$ cat src/hdl/csvft_pkg.sv
// Package for the CSV field tokenizer: character codes, line status codes,
// command codes and the command and result types shared by all modules.
// No dependencies.
package csvft_pkg;

    localparam int WS_HOLD_DEPTH_DEF = 16;
    localparam int MAX_FIELDS        = 64;
    localparam int COUNT_W           = 7;
    localparam int HOLD_N_W          = 9;
    localparam int CMDQ_DEPTH        = 4;
    localparam int OUTQ_DEPTH        = 4;

    localparam logic [COUNT_W-1:0] COUNT_CAP =
        COUNT_W'((MAX_FIELDS < 127) ? MAX_FIELDS : 127);

    localparam logic [7:0] CH_COMMA = 8'h2C;
    localparam logic [7:0] CH_QUOTE = 8'h22;
    localparam logic [7:0] CH_SPACE = 8'h20;
    localparam logic [7:0] CH_TAB   = 8'h09;
    localparam logic [7:0] CH_CR    = 8'h0D;

    localparam logic [2:0] ST_EMPTY    = 3'd0;
    localparam logic [2:0] ST_HEADER   = 3'd1;
    localparam logic [2:0] ST_DATA_OK  = 3'd2;
    localparam logic [2:0] ST_MISMATCH = 3'd3;
    localparam logic [2:0] ST_UNCLOSED = 3'd4;
    localparam logic [2:0] ST_WS_OVF   = 3'd5;

    localparam logic [1:0] CMD_HOLD  = 2'd0;
    localparam logic [1:0] CMD_EMIT  = 2'd1;
    localparam logic [1:0] CMD_COMMA = 2'd2;
    localparam logic [1:0] CMD_LINE  = 2'd3;

    typedef struct packed {
        logic [1:0]          kind;
        logic [7:0]          data;
        logic [HOLD_N_W-1:0] n;
        logic [2:0]          status;
        logic [COUNT_W-1:0]  count;
    } cmd_t;

    typedef struct packed {
        logic [7:0]         out_byte;
        logic               byte_valid;
        logic               field_end;
        logic               line_end;
        logic               last_of_run;
        logic [2:0]         line_status;
        logic [COUNT_W-1:0] column_count;
    } res_t;

endpackage

$ cat src/hdl/csvft_front.sv
// Front part of the CSV field tokenizer: accepts items, tracks quoting,
// trimming and line state, and issues commands to the command queue.
// Depends on csvft_pkg.
module csvft_front
    import csvft_pkg::*;
#(
    parameter int WS_HOLD_DEPTH = WS_HOLD_DEPTH_DEF
)
(
    input  logic       clk,
    input  logic       rst_n,
    input  logic       push,
    input  logic [7:0] char_byte,
    input  logic       is_line_end,
    output logic       full,
    input  logic       q_full,
    output logic       q_push,
    output cmd_t       q_cmd
);

    localparam int CW = $clog2(WS_HOLD_DEPTH + 1);

    logic               quoted_reg, quoted_next;
    logic               qseen_reg, qseen_next;
    logic               fhc_reg, fhc_next;
    logic               lhc_reg, lhc_next;
    logic [CW-1:0]      held_reg, held_next;
    logic               ovf_reg, ovf_next;
    logic [COUNT_W-1:0] fields_reg, fields_next;
    logic               hdr_seen_reg, hdr_seen_next;
    logic [COUNT_W-1:0] hdr_w_reg, hdr_w_next;

    logic               accept;
    logic               unq;
    logic               do_cont;
    logic               ws;
    logic [COUNT_W-1:0] line_cnt;

    function automatic logic [COUNT_W-1:0] sat_inc(input logic [COUNT_W-1:0] c);
        logic [COUNT_W-1:0] r;
        r = (c < COUNT_CAP) ? c + COUNT_W'(1) : COUNT_CAP;
        return r;
    endfunction

    assign full     = q_full;
    assign accept   = push && !q_full;
    assign ws       = (char_byte == CH_SPACE) ||
                      ((char_byte >= CH_TAB) && (char_byte <= CH_CR));
    assign line_cnt = sat_inc(fields_reg);

    always_comb
    begin
        quoted_next   = quoted_reg;
        qseen_next    = qseen_reg;
        fhc_next      = fhc_reg;
        lhc_next      = lhc_reg;
        held_next     = held_reg;
        ovf_next      = ovf_reg;
        fields_next   = fields_reg;
        hdr_seen_next = hdr_seen_reg;
        hdr_w_next    = hdr_w_reg;
        q_push        = 1'b0;
        q_cmd         = '0;
        unq           = 1'b0;
        do_cont       = 1'b0;

        if (accept)
        begin
            if (is_line_end)
            begin
                q_push       = 1'b1;
                q_cmd.kind   = CMD_LINE;
                q_cmd.count  = line_cnt;
                priority if (quoted_reg && !qseen_reg)
                begin
                    q_cmd.status = ST_UNCLOSED;
                end
                else if (ovf_reg)
                begin
                    q_cmd.status = ST_WS_OVF;
                end
                else if (!lhc_reg)
                begin
                    q_cmd.status = ST_EMPTY;
                end
                else if (!hdr_seen_reg)
                begin
                    q_cmd.status  = ST_HEADER;
                    hdr_seen_next = 1'b1;
                    hdr_w_next    = line_cnt;
                end
                else if (line_cnt != hdr_w_reg)
                begin
                    q_cmd.status = ST_MISMATCH;
                end
                else
                begin
                    q_cmd.status = ST_DATA_OK;
                end
                quoted_next = 1'b0;
                qseen_next  = 1'b0;
                fhc_next    = 1'b0;
                lhc_next    = 1'b0;
                held_next   = '0;
                ovf_next    = 1'b0;
                fields_next = '0;
            end
            else
            begin
                unq = 1'b1;
                if (quoted_reg)
                begin
                    unq = 1'b0;
                    if (qseen_reg)
                    begin
                        qseen_next = 1'b0;
                        if (char_byte == CH_QUOTE)
                        begin
                            do_cont = 1'b1;
                        end
                        else
                        begin
                            quoted_next = 1'b0;
                            unq         = 1'b1;
                        end
                    end
                    else if (char_byte == CH_QUOTE)
                    begin
                        qseen_next = 1'b1;
                    end
                    else
                    begin
                        do_cont = 1'b1;
                    end
                end

                if (unq)
                begin
                    priority if (char_byte == CH_COMMA)
                    begin
                        fields_next = line_cnt;
                        held_next   = '0;
                        fhc_next    = 1'b0;
                        q_push      = 1'b1;
                        q_cmd.kind  = CMD_COMMA;
                    end
                    else if (char_byte == CH_QUOTE && !fhc_reg)
                    begin
                        quoted_next = 1'b1;
                        qseen_next  = 1'b0;
                    end
                    else
                    begin
                        do_cont = 1'b1;
                    end
                end

                if (do_cont)
                begin
                    if (ws)
                    begin
                        if (fhc_reg)
                        begin
                            if (held_reg < CW'(WS_HOLD_DEPTH))
                            begin
                                q_push     = 1'b1;
                                q_cmd.kind = CMD_HOLD;
                                q_cmd.data = char_byte;
                                q_cmd.n    = HOLD_N_W'(held_reg);
                                held_next  = held_reg + CW'(1);
                            end
                            else
                            begin
                                ovf_next = 1'b1;
                            end
                        end
                    end
                    else
                    begin
                        q_push     = 1'b1;
                        q_cmd.kind = CMD_EMIT;
                        q_cmd.data = char_byte;
                        q_cmd.n    = HOLD_N_W'(held_reg);
                        held_next  = '0;
                        fhc_next   = 1'b1;
                        lhc_next   = 1'b1;
                    end
                end
            end
        end
    end

    always_ff @(posedge clk or negedge rst_n)
    begin
        if (!rst_n)
        begin
            quoted_reg   <= 1'b0;
            qseen_reg    <= 1'b0;
            fhc_reg      <= 1'b0;
            lhc_reg      <= 1'b0;
            held_reg     <= '0;
            ovf_reg      <= 1'b0;
            fields_reg   <= '0;
            hdr_seen_reg <= 1'b0;
            hdr_w_reg    <= '0;
        end
        else
        begin
            quoted_reg   <= quoted_next;
            qseen_reg    <= qseen_next;
            fhc_reg      <= fhc_next;
            lhc_reg      <= lhc_next;
            held_reg     <= held_next;
            ovf_reg      <= ovf_next;
            fields_reg   <= fields_next;
            hdr_seen_reg <= hdr_seen_next;
            hdr_w_reg    <= hdr_w_next;
        end
    end

endmodule

$ cat src/hdl/csvft_cmd_queue.sv
// Command queue between the front and back parts of the CSV field tokenizer.
// Small register-based first-in first-out store. Depends on csvft_pkg.
module csvft_cmd_queue
    import csvft_pkg::*;
(
    input  logic clk,
    input  logic rst_n,
    input  logic push,
    input  cmd_t wdata,
    output logic full,
    input  logic pop,
    output cmd_t rdata,
    output logic empty
);

    localparam int AW = (CMDQ_DEPTH > 1) ? $clog2(CMDQ_DEPTH) : 1;
    localparam int NW = $clog2(CMDQ_DEPTH + 1);

    cmd_t          entry_reg [CMDQ_DEPTH];
    logic [AW-1:0] wp_reg, wp_next;
    logic [AW-1:0] rp_reg, rp_next;
    logic [NW-1:0] cnt_reg, cnt_next;
    logic          do_push, do_pop;

    assign full    = (cnt_reg == NW'(CMDQ_DEPTH));
    assign empty   = (cnt_reg == '0);
    assign rdata   = entry_reg[rp_reg];
    assign do_push = push && !full;
    assign do_pop  = pop && !empty;

    always_comb
    begin
        wp_next  = wp_reg;
        rp_next  = rp_reg;
        cnt_next = cnt_reg;
        if (do_push)
        begin
            wp_next = (wp_reg == AW'(CMDQ_DEPTH - 1)) ? '0 : wp_reg + AW'(1);
        end
        if (do_pop)
        begin
            rp_next = (rp_reg == AW'(CMDQ_DEPTH - 1)) ? '0 : rp_reg + AW'(1);
        end
        if (do_push && !do_pop)
        begin
            cnt_next = cnt_reg + NW'(1);
        end
        else if (do_pop && !do_push)
        begin
            cnt_next = cnt_reg - NW'(1);
        end
    end

    always_ff @(posedge clk)
    begin
        if (do_push)
        begin
            entry_reg[wp_reg] <= wdata;
        end
    end

    always_ff @(posedge clk or negedge rst_n)
    begin
        if (!rst_n)
        begin
            wp_reg  <= '0;
            rp_reg  <= '0;
            cnt_reg <= '0;
        end
        else
        begin
            wp_reg  <= wp_next;
            rp_reg  <= rp_next;
            cnt_reg <= cnt_next;
        end
    end

endmodule

$ cat src/hdl/csvft_back.sv
// Back part of the CSV field tokenizer: executes commands, keeps the held
// whitespace memory, drains it ahead of content and queues the results.
// Depends on csvft_pkg.
module csvft_back
    import csvft_pkg::*;
#(
    parameter int WS_HOLD_DEPTH = WS_HOLD_DEPTH_DEF
)
(
    input  logic clk,
    input  logic rst_n,
    input  logic cmd_valid,
    input  cmd_t cmd,
    output logic cmd_pop,
    output logic empty,
    input  logic pop,
    output res_t res
);

    localparam int CW  = $clog2(WS_HOLD_DEPTH + 1);
    localparam int AW  = (WS_HOLD_DEPTH > 1) ? $clog2(WS_HOLD_DEPTH) : 1;
    localparam int QAW = (OUTQ_DEPTH > 1) ? $clog2(OUTQ_DEPTH) : 1;
    localparam int QCW = $clog2(OUTQ_DEPTH + 1);

    logic [7:0]     mem [WS_HOLD_DEPTH];
    logic [7:0]     mem_rd_reg;
    logic           mem_we, mem_re;

    logic [CW-1:0]  cnt_reg, cnt_next;
    logic [CW-1:0]  n_cur;

    logic           s1_vld_reg;
    logic           s1_mem_reg;
    res_t           s1_res_reg;
    logic           issue, issue_mem;
    res_t           issue_res;

    res_t           oq_reg [OUTQ_DEPTH];
    logic [QAW-1:0] oq_wp_reg, oq_wp_next;
    logic [QAW-1:0] oq_rp_reg, oq_rp_next;
    logic [QCW-1:0] oq_cnt_reg, oq_cnt_next;
    logic           oq_push, oq_pop;
    logic           room;
    res_t           oq_in;

    assign n_cur = cmd.n[CW-1:0];
    assign room  = ((QCW + 1)'(oq_cnt_reg) + (QCW + 1)'(s1_vld_reg)) <
                   (QCW + 1)'(OUTQ_DEPTH);

    always_comb
    begin
        cmd_pop   = 1'b0;
        mem_we    = 1'b0;
        mem_re    = 1'b0;
        issue     = 1'b0;
        issue_mem = 1'b0;
        issue_res = '0;
        cnt_next  = cnt_reg;
        if (cmd_valid)
        begin
            unique case (cmd.kind)
                CMD_HOLD:
                begin
                    mem_we  = 1'b1;
                    cmd_pop = 1'b1;
                end
                CMD_EMIT:
                begin
                    if (room)
                    begin
                        issue                = 1'b1;
                        issue_res.byte_valid = 1'b1;
                        if (cnt_reg != n_cur)
                        begin
                            issue_mem = 1'b1;
                            mem_re    = 1'b1;
                            cnt_next  = cnt_reg + CW'(1);
                        end
                        else
                        begin
                            issue_res.out_byte    = cmd.data;
                            issue_res.last_of_run = 1'b1;
                            cmd_pop               = 1'b1;
                            cnt_next              = '0;
                        end
                    end
                end
                CMD_COMMA:
                begin
                    if (room)
                    begin
                        issue                 = 1'b1;
                        issue_res.field_end   = 1'b1;
                        issue_res.last_of_run = 1'b1;
                        cmd_pop               = 1'b1;
                    end
                end
                CMD_LINE:
                begin
                    if (room)
                    begin
                        issue                  = 1'b1;
                        issue_res.field_end    = 1'b1;
                        issue_res.line_end     = 1'b1;
                        issue_res.last_of_run  = 1'b1;
                        issue_res.line_status  = cmd.status;
                        issue_res.column_count = cmd.count;
                        cmd_pop                = 1'b1;
                    end
                end
            endcase
        end
    end

    always_ff @(posedge clk)
    begin
        if (mem_we)
        begin
            mem[cmd.n[AW-1:0]] <= cmd.data;
        end
        if (mem_re)
        begin
            mem_rd_reg <= mem[cnt_reg[AW-1:0]];
        end
        s1_mem_reg <= issue_mem;
        s1_res_reg <= issue_res;
    end

    always_comb
    begin
        oq_in = s1_res_reg;
        if (s1_mem_reg)
        begin
            oq_in.out_byte = mem_rd_reg;
        end
    end

    assign oq_push = s1_vld_reg;
    assign empty   = (oq_cnt_reg == '0);
    assign oq_pop  = pop && !empty;
    assign res     = oq_reg[oq_rp_reg];

    always_comb
    begin
        oq_wp_next  = oq_wp_reg;
        oq_rp_next  = oq_rp_reg;
        oq_cnt_next = oq_cnt_reg;
        if (oq_push)
        begin
            oq_wp_next = (oq_wp_reg == QAW'(OUTQ_DEPTH - 1)) ? '0 : oq_wp_reg + QAW'(1);
        end
        if (oq_pop)
        begin
            oq_rp_next = (oq_rp_reg == QAW'(OUTQ_DEPTH - 1)) ? '0 : oq_rp_reg + QAW'(1);
        end
        if (oq_push && !oq_pop)
        begin
            oq_cnt_next = oq_cnt_reg + QCW'(1);
        end
        else if (oq_pop && !oq_push)
        begin
            oq_cnt_next = oq_cnt_reg - QCW'(1);
        end
    end

    always_ff @(posedge clk)
    begin
        if (oq_push)
        begin
            oq_reg[oq_wp_reg] <= oq_in;
        end
    end

    always_ff @(posedge clk or negedge rst_n)
    begin
        if (!rst_n)
        begin
            cnt_reg    <= '0;
            s1_vld_reg <= 1'b0;
            oq_wp_reg  <= '0;
            oq_rp_reg  <= '0;
            oq_cnt_reg <= '0;
        end
        else
        begin
            cnt_reg    <= cnt_next;
            s1_vld_reg <= issue;
            oq_wp_reg  <= oq_wp_next;
            oq_rp_reg  <= oq_rp_next;
            oq_cnt_reg <= oq_cnt_next;
        end
    end

endmodule

$ cat src/hdl/csv_field_tokenizer_unit.sv
// CSV field tokenizer top level: splits a byte stream into trimmed,
// optionally quoted fields and reports a status per line.
// Depends on csvft_pkg, csvft_front, csvft_cmd_queue and csvft_back.
//
// Usage:
//   Input side is a queue write port: drive char_byte / is_line_end and
//   raise push; the item is taken on a clock edge where full is low.
//   Result side is a queue read port: while empty is low the oldest result
//   sits on the result ports; raise pop to take it.
//   One item enters per cycle as long as the command queue has space.
//   A content byte that follows N held whitespace bytes yields N+1 results,
//   produced at one per cycle while the output queue has room; the held
//   bytes come from the held-whitespace memory read port.
//   Each result passes the command queue, stage register and output queue.
//   Quiet items (dropped or held whitespace, quote marks) yield no result.
//   When pop is held low, the output queue fills, the back part stops,
//   the command queue fills and full rises; nothing is dropped.
//   Reset clears all line and header state and both queues; the held
//   whitespace memory needs no clearing.
module csv_field_tokenizer_unit
    import csvft_pkg::*;
#(
    parameter int WS_HOLD_DEPTH = WS_HOLD_DEPTH_DEF
)
(
    input  logic               clk,
    input  logic               rst_n,
    input  logic               push,
    output logic               full,
    input  logic [7:0]         char_byte,
    input  logic               is_line_end,
    output logic               empty,
    input  logic               pop,
    output logic [7:0]         out_byte,
    output logic               byte_valid,
    output logic               field_end,
    output logic               line_end,
    output logic               last_of_run,
    output logic [2:0]         line_status,
    output logic [COUNT_W-1:0] column_count
);

    logic q_full, q_empty, q_push, q_pop;
    cmd_t q_wcmd, q_rcmd;
    res_t res;

    csvft_front #(
        .WS_HOLD_DEPTH(WS_HOLD_DEPTH)
    ) u_front (
        .clk         (clk),
        .rst_n       (rst_n),
        .push        (push),
        .char_byte   (char_byte),
        .is_line_end (is_line_end),
        .full        (full),
        .q_full      (q_full),
        .q_push      (q_push),
        .q_cmd       (q_wcmd)
    );

    csvft_cmd_queue u_cmd_queue (
        .clk   (clk),
        .rst_n (rst_n),
        .push  (q_push),
        .wdata (q_wcmd),
        .full  (q_full),
        .pop   (q_pop),
        .rdata (q_rcmd),
        .empty (q_empty)
    );

    csvft_back #(
        .WS_HOLD_DEPTH(WS_HOLD_DEPTH)
    ) u_back (
        .clk       (clk),
        .rst_n     (rst_n),
        .cmd_valid (!q_empty),
        .cmd       (q_rcmd),
        .cmd_pop   (q_pop),
        .empty     (empty),
        .pop       (pop),
        .res       (res)
    );

    assign out_byte     = res.out_byte;
    assign byte_valid   = res.byte_valid;
    assign field_end    = res.field_end;
    assign line_end     = res.line_end;
    assign last_of_run  = res.last_of_run;
    assign line_status  = res.line_status;
    assign column_count = res.column_count;

endmodule
$ cat config.mk
export PLATFORM = sky130hd
export DESIGN_NAME = csv_field_tokenizer_unit
export DESIGN_NICKNAME = d
export VERILOG_FILES = /design/src/hdl/csvft_pkg.sv /design/src/hdl/csvft_front.sv /design/src/hdl/csvft_cmd_queue.sv /design/src/hdl/csvft_back.sv /design/src/hdl/csv_field_tokenizer_unit.sv
export SDC_FILE = /design/constraint.sdc
export NUM_CORES = 1
export LEC_CHECK = 0
export BUFFER_PORTS_ARGS = -buffer_cell sky130_fd_sc_hd__clkbuf_2
export CORE_MARGIN = 10
export CORE_UTILIZATION = 49
export DETAILED_ROUTE_END_ITERATION = 10
export PLACE_DENSITY = 0.76
export REMOVE_ABC_BUFFERS = 1
export SLEW_MARGIN = 20
export SYNTH_ARGS = -nofsm -noshare
export SYNTH_HDL_FRONTEND = slang
export SYNTH_SLANG_ARGS = --single-unit
$ cat constraint.sdc
create_clock -name clk -period 3.3 [get_ports clk]
set_input_delay 0.495 -clock clk [delete_from_list [all_inputs] [get_ports clk]]
set_output_delay 0.495 -clock clk [all_outputs]
set_load 0.03 [all_outputs]
==> key figures, run 1 <==
Drt
  – First drt pass iteration count: 5
  – Vias post-DR: 7,545
  – DRT iter0 DRCs: slightly above 500
  – Antenna viol nets, final: 0
  – DR WL/cell: 20.85 um
  – Final wirelength: roughly 28 mm
  – DRC: 0
  – Vias per cell: 5.593

Floorplan
  – Initial cell density of the core: 49.50%
  – Die area: slightly below 40,000 um^2
  – Core box area: roughly 31,000 um^2
  – Die Y: 198.1 um
  – I/O pin count: 37
  – Die Wd: slightly below 200 um
  – Cell Rows: 65

Clock tree
  – CTS clock-pin slew for the worst setup and hold paths: 0.06 ns
  – Root Driver: clkbuf_16
  – CTS buffer count: 39
  – CTS tree: yes
  – Clock H-tree levels: 2
  – CTS Buffer Depth: 3
  – Clk_lat worst skew: around 0.53 ns
  – # hold bufs at CTS: 0
  – CTS sink count: 392

Cells and area
  – Fillers: 2,301
  – Finished layout cell area: 17,650 um^2
  – Area Overhead vs Synth: 13.57%
  – Final net count: 948
  – Finished Core Util: 56.22%
  – Number of flip-flops in the largest register: about 130
  – Layout cells sized above 1: 27.77%
  – Inserted Diodes: 0

Critical path
  – CP endpoint kind: flop
  – R2r setup slk: 0.17 ns
  – Crit path kind: reg -> reg
  – Critical Path RT: 3.74 ns
  – Largest fanout on the critical path: 12
  – Reg2reg end: u_cmd_queue.cnt_reg[2]
  – Reg-to-reg critical path startpoint: u_cmd_queue.rp_reg[1]
  – Arrival time worst endpoint: between 3 and 4 ns
  – Reg2reg path depth: 12
  – Critical path launch point type: flop

Logic synthesis
  – Xor and xnor area share after synthesis: 1.457%
  – YS warnings: 0
  – Mean Syn Cell Area: 18.93 um^2
  – Simple-gate portion of the synthesized area: 6.264%
  – EDFF count, synth: 324
  – Post-synthesis adder-cell area fraction: between 1.5 and 2%
  – Most common cell in the netlist: edfxtp_1
  – Post-Syn Instances: 821
  – Synth top area share: 62.61%
  – Post-Syn Area: 15,540 um^2
  – Most area-consuming cells after synthesis: edfxtp_1 63%, mux4_2 13%, dfrtp_1 7.2%
  – Async SR Flop Fraction: 11.48%
  – Post-synthesis register bit count: between 300 and 400
  – Seq/Total Area, Yosys: 72.82%
  – Cell taking the most area after synthesis: edfxtp_1
  – Post-synthesis cell type count: 62
  – Mux cell area share after synthesis: around 14%
  – Commonest cells in the netlist: 324 x edfxtp_1, 87 x mux4_2, 50 x nor2_1, 45 x dfrtp_1, 26 x and2_1
  – Synth Flop Type: edfxtp_1
  – Synth Area in Compound Gates: around 2.1%
  – Largest family of logic cells by synthesized area: multiplexers

Place
  – DP Wirelength: 17.90 mm
  – Placed cell areas: between 15,000 and 20,000 um^2
  – Port bufs: 36
  – Placer Congestion: 0.8136

STA
  – Fin. max-slew vios: 0
  – Worst hold slack: 0.03832 ns
  – Max Fclk: 319.1 MHz
  – Tightest Pin Transition: between 0.8 and 0.9 ns
  – Setup violations, final: 0
  – RSZ-0062 raised after global routing: no
  – Minimum clock period: 3.134 ns
  – Final period utilization: 94.97%
  – Worst slew margin: 40.99%
  – Setup TNS: 0 ns
  – Final Hold Vio Count: 0
  – Clock Skew: 0.02338 ns

Pwr
  – Worst vdd ir: 0.3848 mV
  – Final Power: roughly 0.016 W
  – LEAKAGE: 6.201 nW
  – PwrDens: 903.6 nW/um^2

Job
  – Max-Cap Viols: 0

Global route
  – First-pass GRT wire length: 45.06 mm
  – GR Util All Layers: 14.75%
  – Number of global-route vias before repair: 7,824
  – Grt ovf: 0
  – Initial antenna violation count: 0
  – Pin count of the biggest net entering global routing: 36

Worst hold path
  – HP Class: in -> async

Outcome
  – Outcome: finished clean
per-stage QoR:
stage / cells / setup slack [ns]
global placement: 1275 / 0.07817
global route: 1349 / 0.01842
floorplan: 789 / -0.5014
detailed placement: 1275 / 0.0007243
CTS: 1347 / 0.1259
finish: 1349 / 0.1659
how the worst max path moves through the flow:
stage | start | to | slack (ns) | cells after the start
floorplan | u_cmd_queue.rp_reg[0] | u_cmd_queue.cnt_reg[2] | -0.50 | 12
global placement | char_byte[4] | u_cmd_queue.cnt_reg[2] | 0.08 | 13
detailed placement | char_byte[5] | u_cmd_queue.cnt_reg[2] | 0.0007 | 13
CTS | u_cmd_queue.rp_reg[0] | u_cmd_queue.cnt_reg[2] | 0.13 | 12
global route | u_cmd_queue.rp_reg[1] | u_cmd_queue.cnt_reg[2] | 0.02 | 12
finish | u_cmd_queue.rp_reg[1] | u_cmd_queue.cnt_reg[2] | 0.17 | 12
placed cells by master (no fill, tap or decap), types with 5 or more instances in the layout:
| cell | instances |
|---|---|
| a21oi_1 | 7 |
| and2_1 | 26 |
| and3_1 | 16 |
| buf_4 | 49 |
| clkbuf_1 | 12 |
| clkbuf_16 | 39 |
| clkbuf_2 | 36 |
| clkinv_1 | 5 |
| clkinv_2 | 5 |
| dfrtp_1 | 43 |
| dfxtp_1 | 23 |
| edfxtp_1 | 324 |
| ha_1 | 17 |
| inv_1 | 20 |
| mux2_2 | 15 |
| mux4_2 | 87 |
| nand2_1 | 22 |
| nand2b_1 | 8 |
| nand3_1 | 8 |
| nor2_1 | 50 |
| nor2b_1 | 6 |
| nor3_1 | 9 |
| o21ai_0 | 11 |
| xnor2_1 | 13 |
| xor2_1 | 11 |
cell families after synthesis:
group,count (synthesis)
xor+xnor,25
flops,392
compound gates,46
buf+inv,52
mux,110
fa+ha+maj,19
simple gates,177
final cells by class:
| cell class | count | area (um^2) | share of cell area [%] |
|---|---|---|---|
| Timing Repair Buffer | 86 | 568.0 | 3.218 |
| Inverter | 20 | 75.07 | 0.4254 |
| Sequential cell | 392 | 11320 | 64.13 |
| Multi-Input combinational cell | 377 | 4013 | 22.74 |
| Tap cell | 402 | 503.0 | 2.850 |
| Clock inverter | 18 | 110.1 | 0.6239 |
| Clock buffer | 54 | 1062 | 6.019 |
critical path, cell delays in order, from the launching register on:
cell and delay (ns):
dfrtp_1 0.68, mux4_2 0.46, xnor2_1 0.15, nand2_1 0.12
nor3_4 0.05, or3_4 0.37, inv_1 0.08, ha_1 0.17
inv_1 0.07, fa_1 0.43, xor2_1 0.17, nor2_1 0.13
xor2_1 0.16
report_power, final:
group	total (W)	internal, W	switching (W)
sequential	0.00722	0.00675	0.000461
combinational	0.00471	0.00201	0.00270
clock	0.00402	0.00227	0.00175
routing by layer:
| metal | GRT usage [%] | vias to the layer above | wire length, um |
|---|---|---|---|
| met2 | 23.74 | 150 | 13810 |
| met3 | 2.699 | 37 | 1155 |
| li1 | - | 3447 | - |
| met1 | 20.21 | 3911 | 12700 |
| met5 | 0 | - | 0 |
| met4 | 4.243 | 0 | 454 |
what timing repair did:
action / CTS / global route
setup endpoints to repair: 1 / 1
gates resized for setup: 1 / 0
buffers inserted: 0 / 2
(Power assumes the default switching activity.)
==> inputs of run 2 (changes only) <==
Settings changed: CORE_MARGIN 10 to 2, CORE_UTILIZATION 49 to 45, PLACE_DENSITY 0.76 to 0.72.
==> key figures, run 2 (synthesis results as in run 1) <==
STA
  – Worst hold slack: 0.1231 ns (+0.08476 ns)
  – Tightest Pin Transition: 1.002 ns (+0.1391 ns)
  – Final period utilization: 96.46% (+1.5 points)
  – RSZ-0062 raised after global routing: no
  – Max Fclk: 314.2 MHz (-1.5%)
  – Fin. max-slew vios: 0 (unchanged)
  – Minimum clock period: 3.183 ns (+0.04909 ns)
  – Final Hold Vio Count: 0 (unchanged)
  – Worst slew margin: 33.21% (-7.8 points)
  – Clock Skew: 0.02005 ns (-0.003338 ns)
  – Setup violations, final: 0 (unchanged)
  – Post-route setup slack: 0.1168 ns (-0.04909 ns)

Cells and area
  – Area Overhead vs Synth: 15.11%
  – Most frequent cells in the layout: 324 x edfxtp_1, 87 x mux4_2, 50 x nor2_1, 48 x buf_4, 43 x dfrtp_1
  – Fin cells: 1,403 (+4.0%)
  – Final net count: 948 (unchanged)
  – Fillers: 2,666 (+16%)
  – Inserted Diodes: 0 (unchanged)
  – Number of flip-flops in the largest register: 128 (unchanged)
  – Layout cells sized above 1: 28.16% (+0.39 points)
  – Commonest non-fill, non-tap cell in the layout: edfxtp_1

Pwr
  – LEAKAGE: 6.285 nW (+1.3%)
  – PwrDens: 919.6 nW/um^2 (+1.8%)
  – Worst vdd ir: 0.4466 mV (+16%)

Drt
  – DRT iter0 DRCs: 634 (+25%)
  – Vias post-DR: 7,494 (-0.68%)
  – Antenna viol nets, final: 0 (unchanged)
  – First drt pass iteration count: 5 (unchanged)
  – Final wirelength: 27.78 mm (-1.2%)
  – Vias per cell: 5.341 (-4.5%)
  – DR WL/cell: 19.80 um (-5.0%)
  – DRC: 0 (unchanged)

Worst hold path
  – HP Class: in -> async

Floorplan
  – Cell Rows: 68 (+4.6%)
  – Core box area: 34,290 um^2 (+9.2%)
  – Die Y: 189.8 um (-4.2%)
  – I/O pin count: 37 (unchanged)
  – Initial cell density of the core: 45.32% (-4.2 points)
  – Die area: 36,040 um^2 (-8.2%)
  – Die Wd: 189.8 um (-4.2%)

Job
  – Max-Cap Viols: 0 (unchanged)

Place
  – DP Wirelength: 17.47 mm (-2.4%)
  – Port bufs: 36 (unchanged)
  – Placer Congestion: 0.7896 (-2.9%)
  – Placed Instances: 1,329 (+4.2%)
  – Place WS: 0.1075 ns (+0.1068 ns)

Critical path
  – Crit path kind: reg -> reg
  – Largest fanout on the critical path: 5 (-7)
  – Critical path launch point type: flop
  – Setup crit start: u_cmd_queue.cnt_reg[0]
  – CP endpoint kind: flop
  – Arrival time worst endpoint: 3.63 ns (+0.06 ns)
  – Reg-to-reg critical path startpoint: u_cmd_queue.cnt_reg[0]
  – Reg2reg end: u_cmd_queue.cnt_reg[2]
  – R2r setup slk: 0.12 ns (-0.05 ns)
  – Critical Path RT: 3.75 ns (about the same)
  – Reg2reg path depth: 12 (unchanged)

Global route
  – Initial antenna violation count: 0 (unchanged)
  – First-pass GRT wire length: 44.66 mm (-0.89%)
  – Grt ovf: 0 (unchanged)
  – Number of global-route vias before repair: 7,818 (-0.077%)
  – GR Util All Layers: 16.04% (+1.3 points)
  – Pin count of the biggest net entering global routing: 37 (+2.8%)

Clock tree
  – CTS sink count: 392 (unchanged)
  – CTS buffer count: 40 (+2.6%)
  – Root Driver: clkbuf_16
  – CTS tree: yes
  – Clk_lat worst skew: 0.53 ns (about the same)
  – Clock H-tree levels: 2 (unchanged)
  – CTS Buffer Depth: 3 (unchanged)
  – CTS clock-pin slew for the worst setup and hold paths: 0.06 ns (about the same)

Outcome
  – Outcome: finished clean
-- run 2: worst max-delay path, stage by stage (launching register included) --
cell      delay (ns)
dfrtp_1         0.44
nor3_1          0.61
a311oi_1        0.20
nand3b_2        0.22
nor3_4          0.06
or3_4           0.37
inv_1           0.08
ha_1            0.18
inv_1           0.07
fa_1            0.43
xor2_1          0.17
nor2_1          0.11
xor2_1          0.16
-- run 2: timing repair --
action | in CTS | in global routing
endpoints found under the setup margin | 0 | 1
resized for setup | 0 | 1
buffers inserted | 0 | 0
hold buffers | 0 | 0
-- run 2: per-stage QoR --
| step | instance area [um^2] | power [W] | setup TNS, ns | utilization (%) |
|---|---|---|---|---|
| floorplan | 15400 | 0.01047 | -3.806 | - |
| global placement | 16540 | 0.01192 | 0 | 48.23 |
| detailed placement | 16540 | 0.01207 | 0 | 48.23 |
| CTS | 17890 | 0.01664 | 0 | 52.16 |
| global route | 17890 | 0.01724 | 0 | 52.17 |
| finish | 17890 | 0.01645 | 0 | 52.17 |
-- run 2: cell type report --
class | count | area (um^2) | share of cell area (%)
multi-input combinational | 377 | 4013 | 22.43
sequential | 392 | 11320 | 63.29
clock inverter | 17 | 224.0 | 1.252
inverter | 20 | 75.07 | 0.4197
tap | 455 | 569.3 | 3.182
clock buffer | 57 | 1126 | 6.295
timing repair buffer | 85 | 560.5 | 3.134
-- run 2: report_power, final --
group / internal, W / total, W / switching (W)
Clock: 0.00278 / 0.00454 / 0.00176
Sequential: 0.00676 / 0.00720 / 0.000443
Combinational: 0.00201 / 0.00471 / 0.00270
Total: 0.0116 / 0.0165 / 0.00490
-- run 2: how the worst max path moves through the flow --
stage and endpoint:
3_5_place_dp u_cmd_queue.cnt_reg[1], 2_1_floorplan u_cmd_queue.cnt_reg[2], 5_1_grt u_cmd_queue.cnt_reg[2], 6_report u_cmd_queue.cnt_reg[2]
4_1_cts u_cmd_queue.cnt_reg[2], 3_3_place_gp u_cmd_queue.cnt_reg[1]
-- run 2: layer usage --
layer	share of wire, %	routed length, um	track usage, %
met1	47	12990	23.07
met2	48	13290	25.91
met3	4.1	1141	2.619
met4	1.3	358	3.846
met5	0	0	0
==> inputs of run 3 (changes only) <==
==> constraint.sdc (replaced) <==
create_clock -name clk -period 3.3 [get_ports clk]
set_input_delay 0.66 -clock clk [delete_from_list [all_inputs] [get_ports clk]]
set_output_delay 0.66 -clock clk [all_outputs]
set_load 0.03 [all_outputs]
==> key figures, run 3 (synthesis results as in run 1) <==
Job
  – Max-Cap Viols: 0 (unchanged)

Pwr
  – Switch Pwr: 0.004964 W (+1.3%)
  – LEAKAGE: 6.326 nW (+0.65%)
  – Pint: 0.01157 W (+0.18%)
  – Final Power: 0.01654 W (+0.52%)
  – PwrDens: 920.9 nW/um^2 (+0.14%)
  – Switching part of the total power: 30.02% (+0.24 points)
  – Share of power burned in registers: 43.6% (-0.2 points)
  – Clk pwr share: 27.7% (about the same)
  – Comb power frac: 28.7% (about the same)
  – Worst vdd ir: 0.4497 mV (+0.69%)

Cells and area
  – Finished layout cell area: 17,960 um^2 (+0.38%)
  – Final net count: 954 (+0.63%)
  – Most frequent cells in the layout: 324 x edfxtp_1, 87 x mux4_2, 53 x buf_4, 50 x nor2_1, 43 x dfrtp_1
  – Finished Core Util: 52.37% (+0.20 points)
  – Commonest non-fill, non-tap cell in the layout: edfxtp_1
  – Layout cells sized above 1: 28.57% (+0.41 points)
  – Fillers: 2,680 (+0.53%)
  – Inserted Diodes: 0 (unchanged)
  – Number of flip-flops in the largest register: 128 (unchanged)
  – Area Overhead vs Synth: 15.55%

Floorplan
  – Initial cell density of the core: 45.32% (unchanged)
  – Cell Rows: 68 (unchanged)
  – Die area: 36,040 um^2 (unchanged)
  – Die Y: 189.8 um (unchanged)
  – Die Wd: 189.8 um (unchanged)
  – Core box area: 34,290 um^2 (unchanged)
  – I/O pin count: 37 (unchanged)

STA
  – Max Fclk: 327.5 MHz (+4.2%)
  – Clock Skew: 0.02532 ns (+0.005278 ns)
  – Worst hold slack: 0.2589 ns (+0.1359 ns)
  – Fin. max-slew vios: 0 (unchanged)
  – Tightest Pin Transition: 0.9657 ns (-0.03627 ns)
  – Final Hold Vio Count: 0 (unchanged)
  – Minimum clock period: 3.053 ns (-0.1297 ns)
  – Setup violations, final: 0 (unchanged)
  – Setup TNS: 0 ns (unchanged)
  – Final period utilization: 92.53% (-3.9 points)
  – RSZ-0062 raised after global routing: no
  – Worst slew margin: 35.62% (+2.4 points)

Critical path
  – Arrival time worst endpoint: 3.51 ns (-0.12 ns)
  – Reg-to-reg critical path startpoint: u_cmd_queue.rp_reg[0]
  – Critical path's top delay family: simple AND/OR/NAND/NOR gates
  – Largest fanout on the critical path: 8 (+3)
  – Critical path, cell by cell: mux4_2 -> xnor2_2 -> nand3_2 -> nor3_4 -> or3_4 -> inv_1 -> ha_1 -> inv_1 -> fa_1 -> xor2_1 -> nor2_1 -> xor2_1
  – Critical Path RT: 3.76 ns (about the same)
  – Crit path kind: reg -> reg
  – Reg2reg path depth: 12 (unchanged)
  – Critical path launch point type: flop
  – R2r setup slk: 0.25 ns (+0.13 ns)
  – Slowest CP cell: mux4_2
  – Slowest stage delay, CP: 0.60 ns (about the same)
  – CP endpoint kind: flop
  – Reg2reg end: u_cmd_queue.cnt_reg[2]
  – WP buf/inv: 2 (unchanged)

Global route
  – Pin count of the biggest net entering global routing: 36 (-2.7%)
  – First-pass GRT wire length: 43.51 mm (-2.6%)
  – GR Util All Layers: 15.74% (-0.29 points)
  – Met1 GRT Util: 22.64% (-0.43 points)
  – Most used routing layer in global routing: met2
  – M2 GR Usage: 25.38% (-0.53 points)
  – Number of global-route vias before repair: 7,581 (-3.0%)
  – GR Util met3: 2.343% (-0.28 points)
  – Grt ovf: 0 (unchanged)
  – Initial antenna violation count: 0 (unchanged)

Drt
  – DRC: 0 (unchanged)
  – DR WL/cell: 19.72 um (-0.41%)
  – Vias post-DR: 7,557 (+0.84%)
  – DRT iter0 DRCs: 541 (-15%)
  – Final wirelength: 27.75 mm (-0.12%)
  – First drt pass iteration count: 4 (-1)
  – Antenna viol nets, final: 0 (unchanged)
  – Vias per cell: 5.371 (+0.55%)

Clock tree
  – Root Driver: clkbuf_16
  – Clk_lat worst skew: 0.53 ns (about the same)
  – CTS sink count: 392 (unchanged)
  – CTS clock-pin slew for the worst setup and hold paths: 0.06 ns (about the same)
  – CTS buffer count: 40 (unchanged)
  – # hold bufs at CTS: 0 (unchanged)
  – CTS tree: yes
  – CTS Buffer Depth: 3 (unchanged)
  – Clock H-tree levels: 2 (unchanged)

Place
  – Placer Congestion: 0.7839 (-0.72%)
  – DP Wirelength: 17.43 mm (-0.22%)
  – Port bufs: 36 (unchanged)
  – Placed cell areas: 16,570 um^2 (+0.18%)

Outcome
  – Outcome: finished clean

Worst hold path
  – HP Class: in -> async
run 3: area by class of cell:
cell class                 count  area [um^2]  area share, %
inverter                      20        75.07         0.4181
sequential                   392        11320          63.05
clock inverter                23        295.3          1.644
tap                          455        569.3          3.171
timing repair buffer          91        618.1          3.442
clock buffer                  49         1065          5.930
multi-input combinational    377         4013          22.35
run 3: worst max-delay path by stage:
stage	endpoint	startpoint	cells after the start
final	u_cmd_queue.cnt_reg[2]	u_cmd_queue.rp_reg[0]	12
after floorplan	u_cmd_queue.cnt_reg[2]	u_cmd_queue.rp_reg[0]	12
after detailed placement	u_cmd_queue.cnt_reg[1]	char_byte[4]	12
after global routing	u_cmd_queue.cnt_reg[2]	u_cmd_queue.rp_reg[1]	12
after global placement	u_cmd_queue.cnt_reg[1]	char_byte[4]	12
after CTS	u_cmd_queue.cnt_reg[2]	u_cmd_queue.rp_reg[0]	12
run 3: worst register-to-register path, delay by kind of cell, from the launching register on:
kind          cells  cell delay, ns
simple gates      4            0.64
flops             1            0.52
fa+ha+maj         2            0.60
mux               1            0.60
xor+xnor          3            0.49
buf+inv           2            0.15
run 3: stage by stage:
step / std cells / worst slack [ns]
after floorplan: 789 / -0.5014
after global placement: 1333 / 0.08905
after detailed placement: 1333 / -0.04160
after CTS: 1405 / 0.1620
after global routing: 1407 / 0.02138
final: 1407 / 0.2465
run 3: power groups by stage:
stage / clock (W) / sequential (W) / combinational, W
floorplan: 0 / 0.00746 / 0.00301
global placement: 0 / 0.00725 / 0.00468
detailed placement: 0 / 0.00731 / 0.00476
CTS: 0.00467 / 0.00722 / 0.00479
global route: 0.00484 / 0.00730 / 0.00514
finish: 0.00458 / 0.00721 / 0.00474
run 3: layer usage:
layer / share of wire (%) / vias to the layer above
li1: - / 3445
met4: 1.8 / 0
met3: 4.3 / 36
met1: 46 / 3899
met2: 48 / 177
met5: 0 / -
run 3: repair_timing:
| action | 4_1_cts | 5_1_grt |
|---|---|---|
| endpoints found under the setup margin | 0 | 1 |
| resized for setup | 0 | 1 |
| setup buffers | 0 | 2 |
